File: src/rtl/box_mesh_generator_unit_macros.svh
// Assertion macros shared by the box mesh generator RTL.
// Needs clk and rst_n in the scope where a macro is used.
`ifndef BOX_MESH_GENERATOR_UNIT_MACROS_SVH
`define BOX_MESH_GENERATOR_UNIT_MACROS_SVH

// The consequent must hold in the same cycle as the antecedent.
`define BMG_ASSERT_NOW(lbl, ante, cons, msg) \
  lbl: assert property (@(posedge clk) disable iff (!rst_n) (ante) |-> (cons)) \
    else $error(msg);

// The consequent must hold in the cycle after the antecedent.
`define BMG_ASSERT_NEXT(lbl, ante, cons, msg) \
  lbl: assert property (@(posedge clk) disable iff (!rst_n) (ante) |=> (cons)) \
    else $error(msg);

`endif

File: src/rtl/bmg_pkg.sv
// Shared types and constants of the box mesh generator.
// No dependencies; used by every module of the block.
package bmg_pkg;

  localparam int SEG_W     = 8;
  localparam int CNT_W     = 9;
  localparam int BASE_W    = 19;
  localparam int FACE_W    = 3;
  localparam int CFG_IDX_W = 2;

  localparam int DEF_MAX_SEGMENTS = 255;
  localparam int DEF_FRAC_BITS    = 16;

  localparam logic [FACE_W-1:0] LAST_FACE = 3'd5;

  localparam logic [CFG_IDX_W-1:0] CFG_SEG_U = 2'd0;
  localparam logic [CFG_IDX_W-1:0] CFG_SEG_V = 2'd1;
  localparam logic [CFG_IDX_W-1:0] CFG_SEG_W = 2'd2;

  localparam logic KIND_VERTEX   = 1'b0;
  localparam logic KIND_TRIANGLE = 1'b1;

  // One element as classified by the front end.
  typedef struct packed {
    logic              kind;
    logic [FACE_W-1:0] face;
    logic [CNT_W-1:0]  col;
    logic [CNT_W-1:0]  row;
    logic [SEG_W-1:0]  cols;
    logic [SEG_W-1:0]  rows;
    logic              half_quad;
    logic [BASE_W-1:0] base;
    logic              last;
  } item_t;

endpackage

File: src/rtl/bmg_front.sv
// Front end: configuration registers and the mesh walk sequencer.
// Depends on bmg_pkg and the assertion macros header.
`include "box_mesh_generator_unit_macros.svh"
module bmg_front #(
  parameter int MAX_SEGMENTS = bmg_pkg::DEF_MAX_SEGMENTS
) (
  input  logic                           clk,
  input  logic                           rst_n,
  input  logic                           cfg_we,
  input  logic [bmg_pkg::CFG_IDX_W-1:0]  cfg_index,
  input  logic [bmg_pkg::SEG_W-1:0]      cfg_data,
  input  logic                           in_push,
  input  logic                           in_restart,
  input  logic                           q_full,
  output logic                           q_push,
  output bmg_pkg::item_t                 q_item
);
  import bmg_pkg::*;

  localparam int SEG_MAXV = (1 << SEG_W) - 1;
  localparam logic [SEG_W-1:0] SEG_CAP =
    SEG_W'((MAX_SEGMENTS > SEG_MAXV) ? SEG_MAXV : MAX_SEGMENTS);

  logic [SEG_W-1:0]  seg_u_r, seg_v_r, seg_w_r;
  logic [SEG_W-1:0]  seg_val;

  logic              phase_r, phase_nxt;
  logic              half_r, half_nxt;
  logic [FACE_W-1:0] face_r, face_nxt;
  logic [CNT_W-1:0]  row_r, row_nxt;
  logic [CNT_W-1:0]  col_r, col_nxt;
  logic [BASE_W-1:0] base_r, base_nxt;

  logic              cur_phase, cur_half;
  logic [FACE_W-1:0] cur_face;
  logic [CNT_W-1:0]  cur_row, cur_col;
  logic [BASE_W-1:0] cur_base;
  logic [SEG_W-1:0]  cols, rows;
  logic [CNT_W-1:0]  clim, rlim, st, rt;
  logic [2*CNT_W-1:0] area;
  logic              wrap;

  always_comb begin
    seg_val = cfg_data;
    if (seg_val == '0) begin
      seg_val = SEG_W'(1);
    end else if (seg_val > SEG_CAP) begin
      seg_val = SEG_CAP;
    end
  end

  always_ff @(posedge clk) begin
    if (!rst_n) begin
      seg_u_r <= SEG_W'(1);
      seg_v_r <= SEG_W'(1);
      seg_w_r <= SEG_W'(1);
    end else if (cfg_we) begin
      unique case (cfg_index)
        CFG_SEG_U: seg_u_r <= seg_val;
        CFG_SEG_V: seg_v_r <= seg_val;
        CFG_SEG_W: seg_w_r <= seg_val;
        default: ;
      endcase
    end
  end

  // A restart rewinds the walk before the current element is taken.
  always_comb begin
    cur_phase = in_restart ? 1'b0 : phase_r;
    cur_half  = in_restart ? 1'b0 : half_r;
    cur_face  = (in_restart || face_r > LAST_FACE) ? '0 : face_r;
    cur_row   = in_restart ? '0 : row_r;
    cur_col   = in_restart ? '0 : col_r;
    cur_base  = in_restart ? '0 : base_r;
  end

  always_comb begin
    unique case (cur_face[FACE_W-1:1])
      2'd0: begin
        cols = seg_u_r;
        rows = seg_v_r;
      end
      2'd1: begin
        cols = seg_v_r;
        rows = seg_w_r;
      end
      default: begin
        cols = seg_w_r;
        rows = seg_u_r;
      end
    endcase
  end

  assign st   = CNT_W'(cols) + CNT_W'(1);
  assign rt   = CNT_W'(rows) + CNT_W'(1);
  assign area = (2*CNT_W)'(st) * (2*CNT_W)'(rt);
  // Vertices run over the grid points, triangles over the quads.
  assign clim = cur_phase ? CNT_W'(cols) - CNT_W'(1) : CNT_W'(cols);
  assign rlim = cur_phase ? CNT_W'(rows) - CNT_W'(1) : CNT_W'(rows);

  always_comb begin
    phase_nxt = cur_phase;
    half_nxt  = 1'b0;
    face_nxt  = cur_face;
    row_nxt   = cur_row;
    col_nxt   = cur_col;
    base_nxt  = cur_base;
    wrap      = 1'b0;
    if (cur_phase && !cur_half) begin
      half_nxt = 1'b1;
    end else if (cur_col < clim) begin
      col_nxt = cur_col + CNT_W'(1);
    end else begin
      col_nxt = '0;
      if (cur_row < rlim) begin
        row_nxt = cur_row + CNT_W'(1);
      end else begin
        row_nxt = '0;
        if (cur_face < LAST_FACE) begin
          face_nxt = cur_face + FACE_W'(1);
          base_nxt = cur_base + BASE_W'(area);
        end else begin
          face_nxt  = '0;
          base_nxt  = '0;
          phase_nxt = !cur_phase;
          wrap      = cur_phase;
        end
      end
    end
  end

  assign q_push = in_push && !q_full;

  always_comb begin
    q_item.kind      = cur_phase ? KIND_TRIANGLE : KIND_VERTEX;
    q_item.face      = cur_face;
    q_item.col       = cur_col;
    q_item.row       = cur_row;
    q_item.cols      = cols;
    q_item.rows      = rows;
    q_item.half_quad = cur_half;
    q_item.base      = cur_base;
    q_item.last      = wrap;
  end

  always_ff @(posedge clk) begin
    if (!rst_n) begin
      phase_r <= 1'b0;
      half_r  <= 1'b0;
      face_r  <= '0;
      row_r   <= '0;
      col_r   <= '0;
      base_r  <= '0;
    end else if (q_push) begin
      phase_r <= phase_nxt;
      half_r  <= half_nxt;
      face_r  <= face_nxt;
      row_r   <= row_nxt;
      col_r   <= col_nxt;
      base_r  <= base_nxt;
    end
  end

  `BMG_ASSERT_NOW(a_seg_nonzero, 1'b1, seg_u_r != '0 && seg_v_r != '0 && seg_w_r != '0, "segment count is zero")
  `BMG_ASSERT_NOW(a_face_range, 1'b1, face_r <= LAST_FACE, "face counter out of range")
  `BMG_ASSERT_NOW(a_half_in_tri, half_r, phase_r, "second half quad outside triangle phase")
  `BMG_ASSERT_NEXT(a_wrap_rewinds, q_push && wrap, face_r == '0 && base_r == '0 && !phase_r, "mesh wrap did not rewind the walk")

endmodule

File: src/rtl/bmg_queue.sv
// Two-entry queue of classified elements between front and back end.
// Depends on bmg_pkg for the element type.
module bmg_queue (
  input  logic           clk,
  input  logic           rst_n,
  input  logic           push,
  input  bmg_pkg::item_t push_item,
  output logic           full,
  input  logic           pop,
  output bmg_pkg::item_t pop_item,
  output logic           empty
);
  import bmg_pkg::*;

  item_t       slot_r [2];
  logic        wr_ptr_r, rd_ptr_r;
  logic [1:0]  count_r;
  logic        do_push, do_pop;

  assign full     = (count_r == 2'd2);
  assign empty    = (count_r == 2'd0);
  assign do_push  = push && !full;
  assign do_pop   = pop && !empty;
  assign pop_item = slot_r[rd_ptr_r];

  always_ff @(posedge clk) begin
    if (do_push) begin
      slot_r[wr_ptr_r] <= push_item;
    end
  end

  always_ff @(posedge clk) begin
    if (!rst_n) begin
      wr_ptr_r <= 1'b0;
      rd_ptr_r <= 1'b0;
      count_r  <= 2'd0;
    end else begin
      if (do_push) begin
        wr_ptr_r <= !wr_ptr_r;
      end
      if (do_pop) begin
        rd_ptr_r <= !rd_ptr_r;
      end
      case ({do_push, do_pop})
        2'b10:   count_r <= count_r + 2'd1;
        2'b01:   count_r <= count_r - 2'd1;
        default: count_r <= count_r;
      endcase
    end
  end

endmodule

File: src/rtl/bmg_back.sv
// Back end: fraction dividers, index arithmetic and the result register.
// Depends on bmg_pkg and the assertion macros header.
`include "box_mesh_generator_unit_macros.svh"
module bmg_back #(
  parameter int FRAC_BITS = bmg_pkg::DEF_FRAC_BITS
) (
  input  logic                            clk,
  input  logic                            rst_n,
  input  logic                            q_empty,
  input  bmg_pkg::item_t                  q_item,
  output logic                            q_pop,
  output logic                            out_empty,
  input  logic                            out_pop,
  output logic                            out_kind,
  output logic signed [FRAC_BITS:0]       out_pos_x,
  output logic signed [FRAC_BITS:0]       out_pos_y,
  output logic signed [FRAC_BITS:0]       out_pos_z,
  output logic [bmg_pkg::FACE_W-1:0]      out_normal_code,
  output logic [FRAC_BITS:0]              out_tex_u,
  output logic [FRAC_BITS:0]              out_tex_v,
  output logic [bmg_pkg::BASE_W-1:0]      out_corner_a,
  output logic [bmg_pkg::BASE_W-1:0]      out_corner_b,
  output logic [bmg_pkg::BASE_W-1:0]      out_corner_c,
  output logic                            out_last
);
  import bmg_pkg::*;

  localparam int PW       = FRAC_BITS + 1;
  localparam int QW       = CNT_W + FRAC_BITS;
  localparam int STEPS    = (QW + 1) / 2;
  localparam int NUM_W    = 2 * STEPS;
  localparam int STEP_W   = $clog2(STEPS + 1);
  localparam logic [PW-1:0] HALF = PW'(1) << (FRAC_BITS - 1);

  localparam logic [1:0] BK_IDLE = 2'd0;
  localparam logic [1:0] BK_DIV  = 2'd1;
  localparam logic [1:0] BK_TRI  = 2'd2;
  localparam logic [1:0] BK_DONE = 2'd3;

  typedef struct packed {
    logic [SEG_W-1:0] rem;
    logic [NUM_W-1:0] num;
    logic [PW-1:0]    quot;
  } div_t;

  // Two restoring division steps; only the low PW quotient bits are kept.
  function automatic div_t div_steps(div_t d, logic [SEG_W-1:0] den);
    logic [SEG_W:0] t;
    div_t r;
    r = d;
    for (int k = 0; k < 2; k++) begin
      t = {r.rem, r.num[NUM_W-1]};
      r.num = r.num << 1;
      if (t >= {1'b0, den}) begin
        t = t - {1'b0, den};
        r.quot = {r.quot[PW-2:0], 1'b1};
      end else begin
        r.quot = {r.quot[PW-2:0], 1'b0};
      end
      r.rem = t[SEG_W-1:0];
    end
    return r;
  endfunction

  logic [1:0]         state_r;
  item_t              item_r;
  div_t               div_a_r, div_b_r, div_a_nxt, div_b_nxt;
  logic [STEP_W-1:0]  step_r;
  logic [2*CNT_W-1:0] prod_r;
  logic [BASE_W-1:0]  r0_r;
  logic               out_valid_r;
  logic               out_load;

  logic [PW-1:0]      pa, pb, side;
  logic [PW-1:0]      vx, vy, vz;
  logic [BASE_W-1:0]  stride, r1;
  logic [CNT_W-1:0]   q_stride;

  assign q_pop     = (state_r == BK_IDLE) && !q_empty;
  assign out_empty = !out_valid_r;
  assign out_load  = (state_r == BK_DONE) && (!out_valid_r || out_pop);
  assign q_stride  = CNT_W'(q_item.cols) + CNT_W'(1);

  assign div_a_nxt = div_steps(div_a_r, item_r.cols);
  assign div_b_nxt = div_steps(div_b_r, item_r.rows);

  always_ff @(posedge clk) begin
    if (!rst_n) begin
      state_r <= BK_IDLE;
    end else begin
      unique case (state_r)
        BK_IDLE: begin
          if (!q_empty) begin
            state_r <= (q_item.kind == KIND_VERTEX) ? BK_DIV : BK_TRI;
          end
        end
        BK_DIV: begin
          if (step_r == STEP_W'(1)) begin
            state_r <= BK_DONE;
          end
        end
        BK_TRI: state_r <= BK_DONE;
        BK_DONE: begin
          if (out_load) begin
            state_r <= BK_IDLE;
          end
        end
        default: state_r <= BK_IDLE;
      endcase
    end
  end

  always_ff @(posedge clk) begin
    if (q_pop) begin
      item_r       <= q_item;
      div_a_r.rem  <= '0;
      div_a_r.num  <= NUM_W'({q_item.col, {FRAC_BITS{1'b0}}});
      div_a_r.quot <= '0;
      div_b_r.rem  <= '0;
      div_b_r.num  <= NUM_W'({q_item.row, {FRAC_BITS{1'b0}}});
      div_b_r.quot <= '0;
      step_r       <= STEP_W'(STEPS);
      prod_r       <= (2*CNT_W)'(q_item.row) * (2*CNT_W)'(q_stride);
    end else if (state_r == BK_DIV) begin
      div_a_r <= div_a_nxt;
      div_b_r <= div_b_nxt;
      step_r  <= step_r - STEP_W'(1);
    end
    if (state_r == BK_TRI) begin
      r0_r <= item_r.base + BASE_W'(prod_r) + BASE_W'(item_r.col);
    end
  end

  // Vertex placement from the two fractions.
  always_comb begin
    pa   = div_a_r.quot - HALF;
    pb   = div_b_r.quot - HALF;
    side = item_r.face[0] ? HALF : PW'(0) - HALF;
    unique case (item_r.face[FACE_W-1:1])
      2'd0: begin
        vx = pa;
        vy = pb;
        vz = side;
      end
      2'd1: begin
        vx = side;
        vy = pa;
        vz = pb;
      end
      default: begin
        vx = pb;
        vy = side;
        vz = pa;
      end
    endcase
  end

  assign stride = BASE_W'(item_r.cols) + BASE_W'(1);
  assign r1     = r0_r + stride;

  always_ff @(posedge clk) begin
    if (!rst_n) begin
      out_valid_r <= 1'b0;
    end else if (out_load) begin
      out_valid_r <= 1'b1;
    end else if (out_pop) begin
      out_valid_r <= 1'b0;
    end
  end

  always_ff @(posedge clk) begin
    if (out_load) begin
      out_kind        <= item_r.kind;
      out_normal_code <= item_r.face;
      if (item_r.kind == KIND_VERTEX) begin
        out_pos_x    <= vx;
        out_pos_y    <= vy;
        out_pos_z    <= vz;
        out_tex_u    <= div_a_r.quot;
        out_tex_v    <= div_b_r.quot;
        out_corner_a <= '0;
        out_corner_b <= '0;
        out_corner_c <= '0;
        out_last     <= 1'b0;
      end else begin
        out_pos_x    <= '0;
        out_pos_y    <= '0;
        out_pos_z    <= '0;
        out_tex_u    <= '0;
        out_tex_v    <= '0;
        out_corner_a <= r0_r;
        out_corner_b <= item_r.half_quad ? r1 + BASE_W'(1) : r1;
        out_corner_c <= item_r.half_quad ? r0_r + BASE_W'(1) : r1 + BASE_W'(1);
        out_last     <= item_r.last;
      end
    end
  end

  `BMG_ASSERT_NOW(a_div_vertex, state_r == BK_DIV, item_r.kind == KIND_VERTEX, "divider running on a triangle")
  `BMG_ASSERT_NOW(a_pop_idle, q_pop, state_r == BK_IDLE, "queue popped while busy")
  `BMG_ASSERT_NEXT(a_done_moves, out_load, out_valid_r && state_r == BK_IDLE, "finished element not transferred to output")

endmodule

File: src/rtl/box_mesh_generator_unit.sv
// Channel   Ports                                      Transfer when
// input     in_push, in_full, in_restart               in_push && !in_full
// result    out_pop, out_empty, out_kind .. out_last   out_pop && !out_empty
// config    cfg_we, cfg_index, cfg_data                cfg_we
//
// A vertex passes through the back end as the two fraction dividers retire two quotient
// bits a cycle; the result is then loaded into the output register.
// A triangle takes a multiply, an add and an output load, in that order.
// Unless the two-entry queue is full, the front end takes an element each cycle, so input and
// result sides stall independently. Reset is synchronous and active low; no clearing pass.
// Top level of the box mesh generator; depends on bmg_pkg, bmg_front, bmg_queue, bmg_back.
module box_mesh_generator_unit #(
  parameter int MAX_SEGMENTS = bmg_pkg::DEF_MAX_SEGMENTS,
  parameter int FRAC_BITS    = bmg_pkg::DEF_FRAC_BITS
) (
  input  logic                           clk,
  input  logic                           rst_n,
  input  logic                           cfg_we,
  input  logic [bmg_pkg::CFG_IDX_W-1:0]  cfg_index,
  input  logic [bmg_pkg::SEG_W-1:0]      cfg_data,
  input  logic                           in_push,
  output logic                           in_full,
  input  logic                           in_restart,
  output logic                           out_empty,
  input  logic                           out_pop,
  output logic                           out_kind,
  output logic signed [FRAC_BITS:0]      out_pos_x,
  output logic signed [FRAC_BITS:0]      out_pos_y,
  output logic signed [FRAC_BITS:0]      out_pos_z,
  output logic [bmg_pkg::FACE_W-1:0]     out_normal_code,
  output logic [FRAC_BITS:0]             out_tex_u,
  output logic [FRAC_BITS:0]             out_tex_v,
  output logic [bmg_pkg::BASE_W-1:0]     out_corner_a,
  output logic [bmg_pkg::BASE_W-1:0]     out_corner_b,
  output logic [bmg_pkg::BASE_W-1:0]     out_corner_c,
  output logic                           out_last
);
  import bmg_pkg::*;

  item_t fq_item, qb_item;
  logic  fq_push, q_full, q_empty, q_pop;

  assign in_full = q_full;

  bmg_front #(
    .MAX_SEGMENTS(MAX_SEGMENTS)
  ) u_front (
    .clk        (clk),
    .rst_n      (rst_n),
    .cfg_we     (cfg_we),
    .cfg_index  (cfg_index),
    .cfg_data   (cfg_data),
    .in_push    (in_push),
    .in_restart (in_restart),
    .q_full     (q_full),
    .q_push     (fq_push),
    .q_item     (fq_item)
  );

  bmg_queue u_queue (
    .clk       (clk),
    .rst_n     (rst_n),
    .push      (fq_push),
    .push_item (fq_item),
    .full      (q_full),
    .pop       (q_pop),
    .pop_item  (qb_item),
    .empty     (q_empty)
  );

  bmg_back #(
    .FRAC_BITS(FRAC_BITS)
  ) u_back (
    .clk             (clk),
    .rst_n           (rst_n),
    .q_empty         (q_empty),
    .q_item          (qb_item),
    .q_pop           (q_pop),
    .out_empty       (out_empty),
    .out_pop         (out_pop),
    .out_kind        (out_kind),
    .out_pos_x       (out_pos_x),
    .out_pos_y       (out_pos_y),
    .out_pos_z       (out_pos_z),
    .out_normal_code (out_normal_code),
    .out_tex_u       (out_tex_u),
    .out_tex_v       (out_tex_v),
    .out_corner_a    (out_corner_a),
    .out_corner_b    (out_corner_b),
    .out_corner_c    (out_corner_c),
    .out_last        (out_last)
  );

endmodule

File: config.mk
export PLATFORM = sky130hd
export DESIGN_NAME = box_mesh_generator_unit
export DESIGN_NICKNAME = d
export VERILOG_FILES = /design/src/rtl/bmg_pkg.sv /design/src/rtl/bmg_front.sv /design/src/rtl/bmg_queue.sv /design/src/rtl/bmg_back.sv /design/src/rtl/box_mesh_generator_unit.sv
export VERILOG_INCLUDE_DIRS = /design/src /design/src/rtl
export SDC_FILE = /design/constraint.sdc
export NUM_CORES = 1
export LEC_CHECK = 0
export BUFFER_PORTS_ARGS = -buffer_cell sky130_fd_sc_hd__buf_2
export CAP_MARGIN = 20
export CORE_MARGIN = 2
export CORE_UTILIZATION = 56
export CTS_CLUSTER_DIAMETER = 80
export CTS_CLUSTER_SIZE = 24
export DETAILED_ROUTE_END_ITERATION = 10
export PLACE_DENSITY = 0.77
export SYNTH_ARGS = -nofsm -noshare
export SYNTH_HDL_FRONTEND = slang
export SYNTH_SLANG_ARGS = --single-unit
File: constraint.sdc
create_clock -name clk -period 7.8 [get_ports clk]
set_input_delay 0.39 -clock clk [delete_from_list [all_inputs] [get_ports clk]]
set_output_delay 0.39 -clock clk [all_outputs]
set_load 0.02 [all_outputs]
Word-level counts from Yosys, hierarchy flattened
Memories as Yosys holds them, arrays and structs flattened. A register that Yosys moved wholly into a read port is not among the register bits.
Index checks and enable logic that the tools add are counted.
W data, S select, Z words.
- output and inout bits: 149
- bits in writable memories: 118
- input port bits: 16
- logic and storage cells: 187
- memories: 1
- register bits after elaboration: 381
- add/sub/neg operators: 24
- eq/ne operators: 14
- reductions and logical operators: 28
- order comparisons: 9
- mux-type cells: 65
- $mul: 2
- memories (memory ; depth ; width ; rd ports ; clocked after memory_dff ; wr ports ; line ; RTL):
    u_queue.slot_r ; 2 ; 59 ; 1 ; 1 ; 1 ; bmg_queue.sv:15 ; item_t slot_r [2];
- operator list (kind ; count):
    $mux W42 ; 4
    $mux W19 ; 7
    $pmux W17 S2 ; 3
    $mux W9 ; 9
    $mux W8 ; 6
    $add A19 B1 Y19 const B ; 2
    $add A19 B18 Y19 ; 2
    $add A8 B1 Y9 const B ; 4
    $ge A9 B8 Y1 ; 4
    $mul A9 B9 Y18 ; 2
    $sub A17 B16 Y17 const B ; 2
    $pmux W8 S2 ; 2
    $sub A8 B8 Y8 ; 4
    $mux W1 ; 22
    $add A19 B19 Y19 ; 1
    $add A19 B9 Y19 ; 1
    $add A9 B1 Y9 const B ; 2
    $lt A9 B9 Y1 ; 2
    $sub A8 B1 Y9 const B ; 2
    $mux W17 ; 1
    $mux W3 ; 5
    $eq A2 B1 Y1 const B ; 5
    $eq A2 B2 Y1 const B ; 5
    $logic_not A2 Y1 ; 5
    20 further kinds ; 40

Depth between registers and ports, before layout
Gate-level depths: netlist of the first run.
- word-level depth: 12
- mapped depth: 32

By module
A second synthesis of the first run with hierarchy kept.
- cell total of the unflattened synthesis: 2826
- area total of the unflattened synthesis: 30700.7 um2
- by module, submodules not included (module ; instances ; area an instance (um2) ; cells each):
    bmg_back ; 1 ; 18530.3 ; 1653
    bmg_front ; 1 ; 7684.9 ; 963
    bmg_queue ; 1 ; 4485.6 ; 210

Worst setup path after synthesis of the first run
No wires, ideal clock.
- path type: register to register
- start point: reg u_back.out_valid_r
- end point: reg u_back.out_corner_a[0] in the netlist's numbering (enable)
- library setup time: 673 ps
- cell stages (with the launch flop): 4
- clock period less this slack: 7716 ps
- path slack: 84 ps
- data required time: 7127 ps
- arrival: 7044 ps
- path through: dfxtp_1 inv_1 nor2_1 nor2b_1
- word-level cells in the longest chain between the ends: 3
- ends and longest elaborated chain (what ; line ; RTL):
    start: declaration ; bmg_back.sv:71 ; logic out_valid_r;
    start signal: assignment ; bmg_back.sv:163 ; out_valid_r <= 1'b0;
    start signal: assignment ; bmg_back.sv:165 ; out_valid_r <= 1'b1;
    start signal: assignment ; bmg_back.sv:167 ; out_valid_r <= 1'b0;
    $logic_not A1 Y1 ; - ;
    via out_empty ; box_mesh_generator_unit.sv:24 ; output logic out_empty,
    $logic_or A1 B1 Y1 ; bmg_back.sv:81 ; assign out_load = (state_r == BK_DONE) && (!out_valid_r || out_pop);
    $logic_and A1 B1 Y1 ; bmg_back.sv:81 ;
    via u_back.out_load ; bmg_back.sv:72 ; logic out_load;
    end signal: assignment ; bmg_back.sv:191 ; out_corner_a <= r0_r;
    end: declaration ; bmg_back.sv:21 ; output logic [bmg_pkg::BASE_W-1:0] out_corner_a,
The timed path passes the listed nets, and every way through them passes these cells.
A chain may end at the register's enable or synchronous reset.

==> results of run 1 <==
==> cell type report <==
type	instances	share of cell area [%]
clock buffers	43	2.602
clock inverters	15	0.6960
inverters	259	2.947
multi-input cells	1933	46.14
flip-flops and latches	500	41.46
well taps	696	2.633
repair buffers	207	3.518
==> worst max-delay path: cells and delay by family (launching register included) <==
kind            cells  cell delay, ns
compound gates      7            1.50
xor+xnor            2            0.33
fa+ha+maj           6            2.80
buf+inv             8            0.77
flops               1            0.47
simple gates        8            1.37
==> what timing repair did <==
item                       CTS  global route
buffers inserted             0             2
gates resized for setup      0             7
hold buffers                 0             0
setup endpoints to repair    0             4
==> registers in the layout, indices dropped and copies added, names as in the netlist, 18 cells and up, named ones only <==
signal	count
u_back.div_b_r	27
u_front.base_r	19
u_back.div_a_r	27
u_back.item_r	50
u_queue.slot_r	118
u_back.out_corner_c	19
u_back.prod_r	18
u_back.r0_r	19
u_back.out_corner_a	19
u_back.out_corner_b	19
==> routing by layer <==
layer	track usage (%)	up-vias	routed length (µm)
met5	0	-	13
met4	6.176	2	1390
li1	-	10000	-
met1	31.69	10400	28710
met2	41.21	681	33590
met3	2.600	94	3883
==> worst max path at each step <==
stage                            start                endpoint  depth (start not counted)  slack (ns)
detailed placement   u_front.face_r[1]      u_front.base_r[18]                         30        0.21
global placement            in_restart      u_front.base_r[18]                         32        0.39
CTS                  u_front.face_r[1]      u_front.base_r[18]                         30        0.17
floorplan           u_back.out_valid_r  u_back.out_corner_a[0]                          3        0.08
global route         u_front.face_r[1]      u_front.base_r[18]                         31       0.008
finish               u_front.face_r[1]      u_front.base_r[18]                         31        0.43
==> power by group through the flow <==
stage | Combinational (mW) | Sequential, mW | Clock [mW]
finish | 7.03 | 4.14 | 1.83
global route | 7.86 | 4.20 | 1.96
CTS | 7.02 | 4.14 | 1.86
detailed placement | 6.96 | 4.20 | 0
global placement | 6.69 | 4.17 | 0
floorplan | 5.44 | 4.15 | 0
==> logic make-up after synthesis <==
logic type	share of synthesized area (%)
AND/OR/NAND/NOR	14.42
AO/OA/AOI/OAI	9.000
flip-flops	45.29
XOR/XNOR	4.847
multiplexers	5.666
buffers and inverters	4.517
adder cells (fa/ha/maj)	16.26
==> cells in the final DEF (no fill, tap or decap), drive strengths merged, types with 22 or more instances in the layout <==
| master | n |
|---|---|
| nand4 | 24 |
| nand2b | 35 |
| xnor2 | 117 |
| xor2 | 48 |
| nor3 | 50 |
| mux2 | 59 |
| edfxtp | 370 |
| fa | 129 |
| ha | 187 |
| o21ai | 88 |
| a22o | 38 |
| dfxtp | 130 |
| nor2 | 305 |
| a21o | 22 |
| mux2i | 105 |
| nor2b | 84 |
| inv | 266 |
| and2 | 36 |
| buf | 207 |
| clkbuf | 43 |
| nand2 | 189 |
| nand3 | 66 |
| a211oi | 28 |
| a21oi | 84 |
==> per-stage QoR <==
step,util (%),hold slack (ns)
after CTS,61.57,0.03113
after global placement,59.53,0.4329
after floorplan,-,0.4244
after global routing,61.71,0.04826
after detailed placement,59.53,0.4475
final,61.71,0.04612
==> run metrics, run 1 <==
fin. max-slew vios 0; Power Total 13.00 mW; Tcrit/Tclk final 94.52%; register area share after synthesis around 45%; Fin. Hold Viols 0; Root Driver clkbuf_16; worst-path fanout max 12; fin nets 3264; area grow syn2layout 9.252%; non-filler cells, final roughly 3700; core area 53600 µm²; Hold Crit Depth 3; FF-to-FF path depth 31; Syn Nets 3123; DIE AREA 55940 µm²; leakage roughly 14 nW; outcome finished clean; crit path time final 7.373 ns; number of global-route vias before repair 20910; Worst R2R Start u_front.face_r[1]; htree depth 1; switch share 41.83%; height of the chip roughly 240 µm; Most Frequent Cell on Critical Path inv_1; IO Port Bufs ~160; Hold/Removal Path Class input pin to flip-flop; internal power 7.562 mW; Die Span X roughly 240 µm; pin count of the biggest net entering global routing 97; via count 21190; synth unique cells 96; CP Data Required Time 8.30 ns; endpoint type of the worst setup path flip-flop; routed length per instance 18.50 µm; peak supply drop 299.7 µV; TNS Setup 0 ns; Yosys warnings 0; first-pass GRT wire length 108000 µm; largest area contributor in the netlist edfxtp_1; fmax 135.6 MHz; Starting Density 56.49%; Iter 0 DRT Violations 1642; crit start category flip-flop; Place WS roughly 0.21 ns; WHS Endpoint u_front.seg_v_r[4]; HPWL after detailed placement 50190 µm; Cells after Synth between 2000 and 3000; Slew headroom 26.79%; Post-synth ARST share 0%; Via density 5.799; number of synthesized register bits 500; combinational share of power 54.1%; HP Start cfg_data[4]; largest cells by area after synthesis edfxtp_1, dfxtp_1, fa_1, ha_1, nor2_1; number of synthesized flops with an enable pin 370; CTS tree built; Slowest-stage cell, CP fa_1; sequential cell area 13720 µm²; Reg power frac 31.8%; arrival time at the worst endpoint 7.87 ns; final wirelength 67590 µm; Inst Count DP 3592; diode count 0; Clk pin slew, worst setup/hold paths 0.09 ns; Pre-antenna DRT Iters 5; GP Congestion 0.9107; commonest cells in the netlist edfxtp_1, nor2_1, inv_1, ha_1, nand2_1; Post-Syn Area 30280 µm²; Multi-input gate area 15260 µm²; crit path kind flip-flop to flip-flop; initial antenna violation count 1; clk buf depth 3; Largest stage delay, worst path 0.53 ns; worst clock skew 0.02668 ns; io pins 165; Worst Tran Pin Value 1.098 ns; post-synth top area share a little under two fifths; slack of the critical path 0.4272 ns; Most used DFF post-synth edfxtp_1; setup repair after global routing missed its margin false; Fillers 4257; Design Area, Final 33080 µm²; DP Area 31910 µm²; max_cap viols 0; power share of the clock group 14.1%; worst flop-to-flop path endpoint u_front.base_r[18]; Antenna Violating Nets Remaining 0; Clock Latency Late Sink 0.62 ns; GR Util All Layers about a quarter; drt drc 0; row cnt 85; share of cells above drive strength 1 12.68%; CTS buffer count 31; most common cell in the netlist edfxtp_1; gr ovfl total 0; clock sinks 500; Mapped Avg Cell Area 10.85 µm²; Setup Viol. Count Final 0; Power Density 393.0 nW/µm²; switching pwr 5.437 mW; R2R setup slack between 0.4 and 0.5 ns
Note: power is estimated with default switching activity, not from simulation.
==> inputs of run 2 (changes only) <==
--- a/config.mk
+++ b/config.mk
@@ -7,11 +7,11 @@
 export NUM_CORES = 1
 export LEC_CHECK = 0
-export BUFFER_PORTS_ARGS = -buffer_cell sky130_fd_sc_hd__buf_2
 export CAP_MARGIN = 20
 export CORE_MARGIN = 2
-export CORE_UTILIZATION = 56
+export CORE_UTILIZATION = 59
 export CTS_CLUSTER_DIAMETER = 80
 export CTS_CLUSTER_SIZE = 24
 export DETAILED_ROUTE_END_ITERATION = 10
+export DONT_BUFFER_PORTS = 1
 export PLACE_DENSITY = 0.77
 export SYNTH_ARGS = -nofsm -noshare
==> constraint.sdc (replaced) <==
create_clock -name clk -period 7.8 [get_ports clk]
set_input_delay 0.78 -clock clk [delete_from_list [all_inputs] [get_ports clk]]
set_output_delay 0.78 -clock clk [all_outputs]
set_load 0.02 [all_outputs]
==> run 2 against run 1 <==
Compared with the run above: critical path depth fell by 6; final area fell by 2.5%; register-to-register slack improved by 0.04 ns; sequential cell count did not move; critical endpoint is now u_front.base_r[17].
==> run metrics, run 2 (synthesized netlist as in run 1, its figures left out) <==
outcome finished clean; peak supply drop 292.4 µV (-2.4%); fin. max-slew vios 0 (unchanged); Via density 5.853 (+0.93%); worst-path fanout max 14 (+2); number of global-route vias before repair 19990 (-4.4%); drt drc 0 (unchanged); Clock Latency Late Sink 0.60 ns (-0.02 ns); Final Util 63.23% (+1.5 points); biggest regs u_queue.slot_r: 118 flops, u_back.item_r: 50 flops; htree depth 1 (unchanged); Clk pin slew, worst setup/hold paths 0.10 ns (about the same); height of the chip 230.5 µm (-2.5%); Largest register FFs 118 (unchanged); CTS buffer count 30 (-3.2%); crit start category flip-flop; Fillers 3962 (-6.9%); crit path from u_front.face_r[2]; pin count of the biggest net entering global routing 83 (-14%); Worst R2R Start u_front.face_r[2]; most frequent cells in the layout edfxtp_1, nor2_1, inv_1, nand2_1, ha_1; GR Util All Layers 24.26% (+0.58 points); arrival time at the worst endpoint 7.78 ns (-0.09 ns); share of cells above drive strength 1 7.684% (-5.0 points); routed length per instance 18.67 µm (+0.89%); Tcrit/Tclk final 93.99% (-0.54 points); Fin. Hold Viols 0 (unchanged); final wirelength 64920 µm (-3.9%); gr ovfl total 0 (unchanged); HPWL after detailed placement 48930 µm (-2.5%); Design Area, Final 32240 µm² (-2.5%); initial antenna violation count 0 (-1); IO Port Bufs 0 (-100%); core area 50990 µm² (-4.9%); leakage 13.15 nW (-4.7%); via count 20360 (-3.9%); first-pass GRT wire length 104200 µm (-3.5%); Iter 0 DRT Violations 1397 (-15%); endpoint type of the worst setup path flip-flop; max_cap viols 0 (unchanged); Antenna Violating Nets Remaining 0 (unchanged); Starting Density 59.38% (+2.9 points); diode count 0 (unchanged); area grow syn2layout 6.484%; largest reg by FF count u_queue.slot_r; crit path kind flip-flop to flip-flop; setup repair after global routing missed its margin false; clock sinks 500 (unchanged); HP Start rst_n; Hold/Removal Path Class input pin to flip-flop; CP Data Required Time 8.25 ns (-0.05 ns); commonest non-fill, non-tap cell in the layout edfxtp_1; Slew headroom 33.23% (+6.4 points); fmax 136.4 MHz (+0.57%); io pins 165 (unchanged); DIE AREA 53150 µm² (-5.0%); DP Area 31130 µm² (-2.4%); worst clock skew 0.03612 ns (+0.009438 ns); GP Congestion 0.9381 (+3.0%); Root Driver clkbuf_16; Pre-antenna DRT Iters 5 (unchanged); crit path time final 7.331 ns (-0.04200 ns); row cnt 83 (-2.4%); Die Span X 230.5 µm (-2.5%); Worst Tran Pin Value 1.001 ns (-0.09664 ns); Setup Viol. Count Final 0 (unchanged); Power Density 398.6 nW/µm² (+1.4%); clk buf depth 3 (unchanged); TNS Setup 0 ns (unchanged); CTS tree built; fin nets 3106 (-4.8%)
run 2: cell type report:
| class | instances | area (µm²) | share of cell area, % |
|---|---|---|---|
| multi-input cells | 1933 | 15260 | 47.32 |
| flip-flops and latches | 500 | 13720 | 42.54 |
| inverters | 259 | 974.7 | 3.023 |
| well taps | 680 | 850.8 | 2.639 |
| clock buffers | 40 | 819.5 | 2.542 |
| repair buffers | 50 | 395.4 | 1.226 |
| clock inverters | 16 | 227.7 | 0.7063 |
run 2: final timing paths:
check	endpoint	slack, ns	depth (start not counted)
setup / recovery	u_front.base_r[17]	0.47	25
hold / removal	u_front.seg_u_r[0]	0.27	1
setup reg to reg	u_front.base_r[17]	0.47	25
hold reg to reg	u_front.col_r[4]	0.47	2
run 2: worst max-delay path, cell delays in order, from the launching register on:
cell and delay [ns]:
dfxtp_1 0.49, nand3b_2 0.20, buf_4 0.20, nand2_2 0.14
o21ai_0 0.52, nor2_1 0.16, and4_1 0.29, xnor2_1 0.43
nor2_1 0.13, fa_1 0.55, fa_1 0.44, fa_1 0.53
fa_1 0.54, inv_1 0.05, fa_1 0.49, inv_1 0.04
ha_1 0.37, a21o_1 0.21, a21o_1 0.19, a31oi_1 0.17
a21oi_1 0.09, a41o_1 0.28, o41ai_1 0.31, xnor2_1 0.11
a22oi_1 0.15, nor2_1 0.07
run 2: report_power, final:
| part | leakage [nW] | switching [mW] | internal, mW |
|---|---|---|---|
| clock | 0.498 | 0.926 | 0.847 |
| combinational | 8.13 | 3.95 | 2.88 |
| sequential | 4.52 | 0.458 | 3.79 |
| total | 13.1 | 5.34 | 7.52 |
run 2: timing repair:
| action | 4_1_cts | 5_1_grt |
|---|---|---|
| hold endpoints to repair | 0 | 0 |
| endpoints found under the setup margin | 0 | 2 |
| hold buffers | 0 | 0 |
| setup buffers | 0 | 0 |
| resized for setup | 0 | 4 |
run 2: through the flow:
step                total power [mW]  instances  hold slack (ns)  worst slack (ns)
floorplan                      9.581       2791           0.4244            0.5185
global placement               10.81       3420           0.4352            0.2335
detailed placement             11.08       3420           0.4575            0.1039
CTS                            12.89       3476           0.2287            0.3888
global route                   13.94       3478           0.2249           0.02391
finish                         12.85       3478           0.2668            0.4692
run 2: routing by layer:
layer	GRT usage, %	vias to the layer above	share of wire [%]
li1	-	9696	-
met1	31.98	9937	43
met4	8.468	0	3.3
met5	0	-	0
met3	3.446	127	5.7
met2	41.20	598	48
